`config.mk`:
```
export PLATFORM = sky130hd
export DESIGN_NAME = median_pivot_by_rank
export DESIGN_NICKNAME = d
export VERILOG_FILES = /design/src/rtl/mpr_pkg.sv /design/src/rtl/median_pivot_by_rank.sv /design/src/rtl/mpr_store.sv /design/src/rtl/mpr_rank.sv
export SDC_FILE = /design/constraint.sdc
export NUM_CORES = 2
export LEC_CHECK = 0
export BUFFER_PORTS_ARGS = -buffer_cell sky130_fd_sc_hd__buf_4
export CELL_PAD_IN_SITES_DETAIL_PLACEMENT = 0
export CELL_PAD_IN_SITES_GLOBAL_PLACEMENT = 2
export CORE_MARGIN = 2
export CORE_UTILIZATION = 53
export CTS_BUF_LIST = sky130_fd_sc_hd__clkbuf_4 sky130_fd_sc_hd__clkbuf_8
export DETAILED_ROUTE_END_ITERATION = 12
export PLACE_DENSITY_LB_ADDON = 0.1
export SETUP_SLACK_MARGIN = 0.15
export SYNTH_ARGS = -nofsm -noshare
export SYNTH_HDL_FRONTEND = slang
export SYNTH_SLANG_ARGS = --single-unit
```
`constraint.sdc`:
```
create_clock -name clk -period 8 [get_ports clk]
set_input_delay 0.8 -clock clk [delete_from_list [all_inputs] [get_ports clk]]
set_output_delay 0.8 -clock clk [all_outputs]
set_load 0.02 [all_outputs]
```
`src/rtl/mpr_pkg.sv`:
```
// Shared constants, types and state encoding for the median pivot selector.
package mpr_pkg;

  localparam int MAX_ELEMS   = 64;
  localparam int IDX_W       = $clog2(MAX_ELEMS);
  localparam int CNT_W       = IDX_W + 1;
  localparam int VAL_W       = 32;
  localparam int RANK_W      = 6;
  localparam int OUT_TDATA_W = ((VAL_W + RANK_W + 7) / 8) * 8;

  // Sequencer states
  typedef enum logic [2:0] {
    ST_LOAD,
    ST_FETCH,
    ST_GRAB,
    ST_SCAN,
    ST_EVAL,
    ST_OUT
  } state_t;

  // Controls from the sequencer to the rank unit
  typedef struct packed {
    logic cand_load;  // capture candidate from read data, clear lower count
    logic cmp_en;     // read data is valid: compare against candidate
    logic best_upd;   // evaluate the candidate's gap against the best so far
    logic first;      // candidate is the first element of the set
  } rank_ctl_t;

endpackage

```
`src/rtl/median_pivot_by_rank.sv`:
```
// Top level: load sequencer, rank-selection sequencer and stream handshakes.
//
// Usage: elements arrive on the in_ channel, one signed 32-bit value per
// transaction, and in_tlast marks the final element of a set. Up to 64
// elements are stored; later ones are dropped and flagged as overflow.
// Loading accepts an element on every cycle with in_tvalid high, as in_tready stays high while loading.
// After the last element the block drops in_tready and ranks every stored
// element with one shared comparator: each candidate in turn is fetched,
// captured, compared against all stored elements through the single
// store read port and the single comparator, and evaluated. The result then
// appears on the out_ channel as one transaction and is held until
// out_tready is high; no new element is taken until it is delivered. Reset
// (rst_n low, synchronous) empties the set, clears the overflow flag and
// returns to loading. The store contents are not cleared; only elements of
// the current set are ever read.
module median_pivot_by_rank (
  input  logic                                clk,
  input  logic                                rst_n,
  input  logic                                in_tvalid,
  output logic                                in_tready,
  input  logic [mpr_pkg::VAL_W-1:0]           in_tdata,   // [31:0] sample_value
  input  logic                                in_tlast,   // is_last
  output logic                                out_tvalid,
  input  logic                                out_tready,
  output logic [mpr_pkg::OUT_TDATA_W-1:0]     out_tdata,  // [31:0] pivot_value,
                                                          // [37:32] pivot_rank, rest 0
  output logic                                out_tuser   // [0] overflow
);
  import mpr_pkg::*;

  state_t            state_r;
  state_t            state_nxt;
  logic [CNT_W-1:0]  count_r;
  logic [CNT_W-1:0]  count_nxt;
  logic              ovf_r;
  logic              ovf_nxt;
  logic [CNT_W-1:0]  i_r;
  logic [CNT_W-1:0]  i_nxt;
  logic [CNT_W-1:0]  j_r;
  logic [CNT_W-1:0]  j_nxt;
  logic              rd_valid_r;
  logic              rd_issue;
  logic              in_acc;
  logic              out_acc;
  logic              store_we;
  logic [IDX_W-1:0]  raddr;
  logic [VAL_W-1:0]  rd_data;
  logic [VAL_W-1:0]  pivot_value;
  logic [RANK_W-1:0] pivot_rank;
  logic              last_cand;
  rank_ctl_t         rank_ctl;

  assign in_acc    = in_tvalid && in_tready;
  assign out_acc   = out_tvalid && out_tready;
  assign store_we  = in_acc && (count_r < CNT_W'(MAX_ELEMS));
  assign last_cand = (i_r + CNT_W'(1)) == count_r;

  // Next state
  always_comb begin
    state_nxt = state_r;
    case (state_r)
      ST_LOAD:  if (in_acc && in_tlast) state_nxt = ST_FETCH;
      ST_FETCH: state_nxt = ST_GRAB;
      ST_GRAB:  state_nxt = ST_SCAN;
      ST_SCAN:  if (j_r == count_r) state_nxt = ST_EVAL;
      ST_EVAL:  state_nxt = last_cand ? ST_OUT : ST_FETCH;
      ST_OUT:   if (out_acc) state_nxt = ST_LOAD;
      default:  state_nxt = ST_LOAD;
    endcase
  end

  // Outputs and counter updates
  always_comb begin
    in_tready          = 1'b0;
    out_tvalid         = 1'b0;
    rd_issue           = 1'b0;
    raddr              = i_r[IDX_W-1:0];
    count_nxt          = count_r;
    ovf_nxt            = ovf_r;
    i_nxt              = i_r;
    j_nxt              = j_r;
    rank_ctl.cand_load = 1'b0;
    rank_ctl.cmp_en    = rd_valid_r;
    rank_ctl.best_upd  = 1'b0;
    rank_ctl.first     = (i_r == '0);
    case (state_r)
      ST_LOAD: begin
        in_tready = 1'b1;
        i_nxt     = '0;
        if (store_we) begin
          count_nxt = count_r + CNT_W'(1);
        end else if (in_acc) begin
          ovf_nxt = 1'b1;
        end
      end
      ST_FETCH: begin
        raddr = i_r[IDX_W-1:0];
      end
      ST_GRAB: begin
        rank_ctl.cand_load = 1'b1;
        j_nxt              = '0;
      end
      ST_SCAN: begin
        raddr = j_r[IDX_W-1:0];
        if (j_r < count_r) begin
          rd_issue = 1'b1;
          j_nxt    = j_r + CNT_W'(1);
        end
      end
      ST_EVAL: begin
        rank_ctl.best_upd = 1'b1;
        i_nxt             = i_r + CNT_W'(1);
      end
      ST_OUT: begin
        out_tvalid = 1'b1;
        if (out_acc) begin
          count_nxt = '0;
          ovf_nxt   = 1'b0;
        end
      end
      default: begin
        in_tready = 1'b0;
      end
    endcase
  end

  // Control registers
  always_ff @(posedge clk) begin
    if (!rst_n) begin
      state_r    <= ST_LOAD;
      count_r    <= '0;
      ovf_r      <= 1'b0;
      i_r        <= '0;
      j_r        <= '0;
      rd_valid_r <= 1'b0;
    end else begin
      state_r    <= state_nxt;
      count_r    <= count_nxt;
      ovf_r      <= ovf_nxt;
      i_r        <= i_nxt;
      j_r        <= j_nxt;
      rd_valid_r <= rd_issue;
    end
  end

  mpr_store u_store (
    .clk   (clk),
    .we    (store_we),
    .waddr (count_r[IDX_W-1:0]),
    .wdata (in_tdata),
    .raddr (raddr),
    .rdata (rd_data)
  );

  mpr_rank u_rank (
    .clk         (clk),
    .ctl         (rank_ctl),
    .rd_data     (rd_data),
    .elem_cnt    (count_r),
    .pivot_value (pivot_value),
    .pivot_rank  (pivot_rank)
  );

  // Result transaction
  assign out_tdata = {(OUT_TDATA_W - VAL_W - RANK_W)'(0), pivot_rank, pivot_value};
  assign out_tuser = ovf_r;

`ifndef ASSERT_OFF
  // Loading and result delivery never overlap
  a_no_overlap: assert property (@(posedge clk) disable iff (!rst_n)
    !(in_tready && out_tvalid))
    else $error("input ready while result pending");

  // Element count never exceeds the store depth
  a_count_bound: assert property (@(posedge clk) disable iff (!rst_n)
    count_r <= CNT_W'(MAX_ELEMS))
    else $error("element count beyond store depth");

  // Overflow only with a full store
  a_ovf_full: assert property (@(posedge clk) disable iff (!rst_n)
    ovf_r |-> (count_r == CNT_W'(MAX_ELEMS)))
    else $error("overflow without full store");

  // A final element starts the selection
  a_last_starts: assert property (@(posedge clk) disable iff (!rst_n)
    (in_acc && in_tlast) |=> (state_r == ST_FETCH))
    else $error("selection not started after last element");

  // Scan index stays within the set, and the set is never empty while ranking
  a_scan_bound: assert property (@(posedge clk) disable iff (!rst_n)
    (state_r == ST_SCAN) |-> ((j_r <= count_r) && (count_r != '0)))
    else $error("scan index out of range");
`endif

endmodule

```
`src/rtl/mpr_store.sv`:
```
// Element store: one write port, one read port with registered read data.
module mpr_store (
  input  logic                          clk,
  input  logic                          we,
  input  logic [mpr_pkg::IDX_W-1:0]     waddr,
  input  logic [mpr_pkg::VAL_W-1:0]     wdata,
  input  logic [mpr_pkg::IDX_W-1:0]     raddr,
  output logic [mpr_pkg::VAL_W-1:0]     rdata
);
  import mpr_pkg::*;

  logic [VAL_W-1:0] mem [MAX_ELEMS];

  // Write port
  always_ff @(posedge clk) begin
    if (we) begin
      mem[waddr] <= wdata;
    end
  end

  // Registered read port
  always_ff @(posedge clk) begin
    rdata <= mem[raddr];
  end

endmodule

```
`src/rtl/mpr_rank.sv`:
```
// Shared signed comparator with lower-rank counter, gap calculation and best tracking.
module mpr_rank (
  input  logic                          clk,
  input  mpr_pkg::rank_ctl_t            ctl,
  input  logic [mpr_pkg::VAL_W-1:0]     rd_data,
  input  logic [mpr_pkg::CNT_W-1:0]     elem_cnt,
  output logic [mpr_pkg::VAL_W-1:0]     pivot_value,
  output logic [mpr_pkg::RANK_W-1:0]    pivot_rank
);
  import mpr_pkg::*;

  logic [VAL_W-1:0]  cand_r;
  logic [CNT_W-1:0]  lower_r;
  logic [CNT_W-1:0]  lower_nxt;
  logic [CNT_W-1:0]  upper;
  logic [CNT_W-1:0]  gap;
  logic [CNT_W-1:0]  best_gap_r;
  logic [VAL_W-1:0]  best_value_r;
  logic [RANK_W-1:0] best_rank_r;
  logic              is_less;
  logic              take;

  // The one comparator: stored element strictly below the candidate
  assign is_less = $signed(rd_data) < $signed(cand_r);

  always_comb begin
    lower_nxt = lower_r;
    if (ctl.cand_load) begin
      lower_nxt = '0;
    end else if (ctl.cmp_en && is_less) begin
      lower_nxt = lower_r + CNT_W'(1);
    end
  end

  always_ff @(posedge clk) begin
    if (ctl.cand_load) begin
      cand_r <= rd_data;
    end
    lower_r <= lower_nxt;
  end

  // Upper rank and the distance between the two ranks
  always_comb begin
    upper = elem_cnt - lower_r - CNT_W'(1);
    if (upper >= lower_r) begin
      gap = upper - lower_r;
    end else begin
      gap = lower_r - upper;
    end
  end

  // Earliest element with the strictly smallest gap wins
  assign take = ctl.best_upd && (ctl.first || (gap < best_gap_r));

  always_ff @(posedge clk) begin
    if (take) begin
      best_gap_r   <= gap;
      best_value_r <= cand_r;
      best_rank_r  <= lower_r[RANK_W-1:0];
    end
  end

  assign pivot_value = best_value_r;
  assign pivot_rank  = best_rank_r;

`ifndef ASSERT_OFF
  // Lower rank can never reach the element count
  a_lower_bound: assert property (@(posedge clk)
    ctl.best_upd |-> (lower_r < elem_cnt))
    else $error("lower rank not below element count");

  // Loading a candidate restarts the count
  a_lower_clear: assert property (@(posedge clk)
    ctl.cand_load |=> (lower_r == '0))
    else $error("lower rank not cleared on candidate load");

  // A fresh set always takes its first candidate
  a_first_take: assert property (@(posedge clk)
    (ctl.best_upd && ctl.first) |=> (best_gap_r == $past(gap)))
    else $error("first candidate not taken");
`endif

endmodule
```
==> flow_metrics.env <==
export IMPL_numPortBuffers=77
export IMPL_place_ws_ns=2.21
export IMPL_start_kind="flip-flop"
export IMPL_vias=51418
export IMPL_clk_pin_slew_worst_paths_ns=0.06
export IMPL_setup_viol=0
export IMPL_holdCritPathClass="in -> reg"
export IMPL_netlist_instances=5340
export IMPL_total_power_mw=23.4
export IMPL_yosysSeqAreaShare_pct=75.5
export IMPL_routabilityCongestion=0.830
export IMPL_p_per_area_nw_per_um2=242
export IMPL_slew_headroom_pct=15.6
export IMPL_h_tree_depth=5
export IMPL_dr_pass1_iters=6
export IMPL_grt_remaining_overflow=0
export IMPL_ant_nets=0
export IMPL_max_freq_mhz=173
export IMPL_coreArea_um2=162000
export IMPL_clock_skew_ns=0.0490
export IMPL_cts_sink_count=2190
export IMPL_dieArea_um2=166000
export IMPL_rows=148
export IMPL_cts_resized=0
export IMPL_tns_ns=0
export IMPL_nets=5743
export IMPL_grt_pass1_vias=48800
export IMPL_cts_inserted_buffers=366
export IMPL_yosys_warnings=0
export IMPL_synth_edf_count=2125
export IMPL_dieHeight_um=407
export IMPL_clockRootBuffer="clkbuf_8"
export IMPL_slew_violations=0
export IMPL_synthTopCellsByArea="edfxtp_1, mux4_2, nand2_1"
export IMPL_crit_fanout=31
export IMPL_routed_wl_mm=271
export IMPL_n_fill_cell=12381
export IMPL_status="completed"
export IMPL_synthArstFlopShare_pct=0
export IMPL_synth_top_area_cell="edfxtp_1"
export IMPL_initial_core_util_pct=53.2
export IMPL_wl_per_cell_um=33.5
export IMPL_viasPerCell=6.35
export IMPL_drive_above_1_share_pct=18.5
export IMPL_grt_pass1_wl_mm=375
export IMPL_yosys_area_top_type_share_pct=74.0
export IMPL_chipWidth_um=407
export IMPL_syn_area_um2=86300
export IMPL_ys_types=77
export IMPL_hold_violations=0
export IMPL_syn_to_final_growth_pct=12.2
export IMPL_io_pins=80
export IMPL_grt_antenna_before_repair=17
export IMPL_p_leak_nw=32.6
export IMPL_whs_ns=0.126
export IMPL_arrival_ns=6.47
export IMPL_drt_iter0_drc=7080
export IMPL_path_class="reg -> reg"
export IMPL_drv_cap=0
export IMPL_tightestPinTransition_ns=1.26
export IMPL_drcViolationCount=0
export IMPL_grt_max_degree=108
export IMPL_critPathRequiredTime_ns=8.69
export IMPL_syn_mean_instance_area_um2=16.2
export IMPL_clock_latency_ns=1.06
export IMPL_worst_slack_ns=2.21
export IMPL_place_hpwl_mm=146
export IMPL_post_route_min_period_ns=5.79
export IMPL_cts_buffer_depth=4
export IMPL_cts_tree="yes"
export IMPL_rsz0062_at_grt="no"
export IMPL_ir_worst_vdd_mv=0.225
export IMPL_crit_path_end_kind="flip-flop"
export IMPL_post_route_period_util_pct=72.3
export IMPL_grt_total_usage_pct=32.4
export IMPL_synth_ff_latch_count=2190
export IMPL_ys_flop_type="edfxtp_1"
-- cell usage in the layout, fill, tap and decap left out, types with 25 or more instances in the layout --
master,instances
a21oi_1,89
a221oi_1,45
a22oi_1,40
a311oi_1,29
a31oi_1,68
a32oi_1,31
and3_1,70
buf_4,201
clkbuf_4,141
clkbuf_8,391
clkinv_1,84
dfxtp_1,65
edfxtp_1,2125
ha_1,68
inv_1,71
mux2i_1,163
mux4_2,212
nand2_1,1017
nand3_1,386
nand4_1,66
nor2_1,74
nor2_4,70
o2111ai_1,37
o21ai_0,51
o22ai_1,25
-- cells by family (layout without fill, tap and decap cells) --
kind of cell	Yosys count	after routing	share of synthesized area, %
buffers and inverters	360	931	2.23
flip-flops	2190	2190	75.5
adder cells (fa/ha/maj)	71	71	1.06
AND/OR/NAND/NOR	1772	1772	8.95
AO/OA/AOI/OAI	524	524	4.33
other	1	10	0.00435
XOR/XNOR	30	30	0.305
multiplexers	392	392	7.65
-- state kept, by name (all words and copies together), names as in the netlist, 3 cells and up --
name	cells
count_r	7
i_r	7
j_r	7
state_r	3
u_rank.best_gap_r	7
u_rank.cand_r	32
u_rank.lower_r	7
u_rank.pivot_rank	6
u_rank.pivot_value	32
u_store.mem	2048
u_store.rdata	32
-- through the flow --
| step | utilization [%] | instances | instance area, µm² |
|---|---|---|---|
| detailed placement | 55.3 | 7440 | 89700 |
| CTS | 59.7 | 8087 | 96800 |
| finish | 59.7 | 8095 | 96800 |
| floorplan | - | 5341 | 86300 |
| global placement | 55.3 | 7440 | 89700 |
| global route | 59.7 | 8090 | 96800 |
-- worst max-delay path, stage by stage (launching register included) --
cell      delay [ns]
dfxtp_1         0.49
inv_1           0.14
ha_1            0.23
fa_1            0.40
a21oi_1         0.16
nor2_1          0.06
nor2_1          0.16
o21bai_1        0.08
a21oi_1         0.18
xnor2_1         0.14
ha_1            0.28
o21ai_0         0.13
a21oi_1         0.07
a41oi_1         0.25
nand2_1         0.31
mux2i_1         0.22
a311o_1         0.38
a21oi_1         0.17
xnor2_1         0.17
ha_1            0.26
o21ai_0         0.07
o21bai_1        0.08
a21oi_1         0.15
o21ba_2         0.38
buf_4           0.42
-- per-layer routing --
| metal | wire (µm) | share of wire (%) | global-route usage (%) |
|---|---|---|---|
| met2 | 126000 | 47 | 50.2 |
| met1 | 108000 | 40 | 46.1 |
| met5 | 29 | 0.011 | 0 |
| met4 | 8270 | 3.1 | 10.5 |
| met3 | 28500 | 10 | 7.11 |
-- cell usage after synthesis, types with 25 or more instances --
library cell / number
buf_6: 32
nand4_1: 66
o22ai_1: 25
mux4_2: 212
a32oi_1: 31
a221oi_1: 45
buf_2: 104
a21oi_1: 89
buf_4: 41
nand2_1: 1017
mux2i_1: 167
o21ai_0: 51
dfxtp_1: 65
a311oi_1: 29
o2111ai_1: 37
inv_1: 72
edfxtp_1: 2125
and3_1: 70
a22oi_1: 40
clkbuf_1: 87
nand3_1: 386
ha_1: 68
a31oi_1: 68
nor2_1: 145
-- where the power goes --
group / internal [mW] / switching (mW) / leakage [nW]
Clock: 5.33 / 4.39 / 3.75
Sequential: 12.7 / 0.130 / 19.7
Combinational: 0.278 / 0.594 / 9.17
-- final cells by class --
type / instances / area [µm²] / share of cell area (%)
Tap cell: 2175 / 2720 / 2.81
Timing Repair Buffer: 214 / 1750 / 1.81
Antenna cell: 8 / 20.0 / 0.0207
Clock inverter: 113 / 629 / 0.650
Multi-Input combinational cell: 2791 / 19900 / 20.5
Sequential cell: 2190 / 65100 / 67.2
Inverter: 72 / 270 / 0.279
Clock buffer: 532 / 6440 / 6.65
-- path summary, 6_finish.rpt --
check                            startpoint                         endpoint  slack [ns]  cells past startpoint
max          u_rank.lower_r[0]$_SDFFE_PP0P_  u_rank.pivot_value[8]$_DFFE_PP_        2.21                     24
min                              out_tready          state_r[2]$_SDFFE_PN0P_        0.13                      3
max reg2reg  u_rank.lower_r[0]$_SDFFE_PP0P_  u_rank.pivot_value[8]$_DFFE_PP_        2.21                     24
min reg2reg       u_store.rdata[11]$_DFF_P_      u_rank.cand_r[11]$_DFFE_PP_        0.44                      0
-- timing repair --
item,CTS,global route
hold buffers,2,0
setup buffers,0,0
hold endpoints to repair,2,0
endpoints found under the setup margin,0,0
Note: power is estimated with default switching activity, not from simulation.
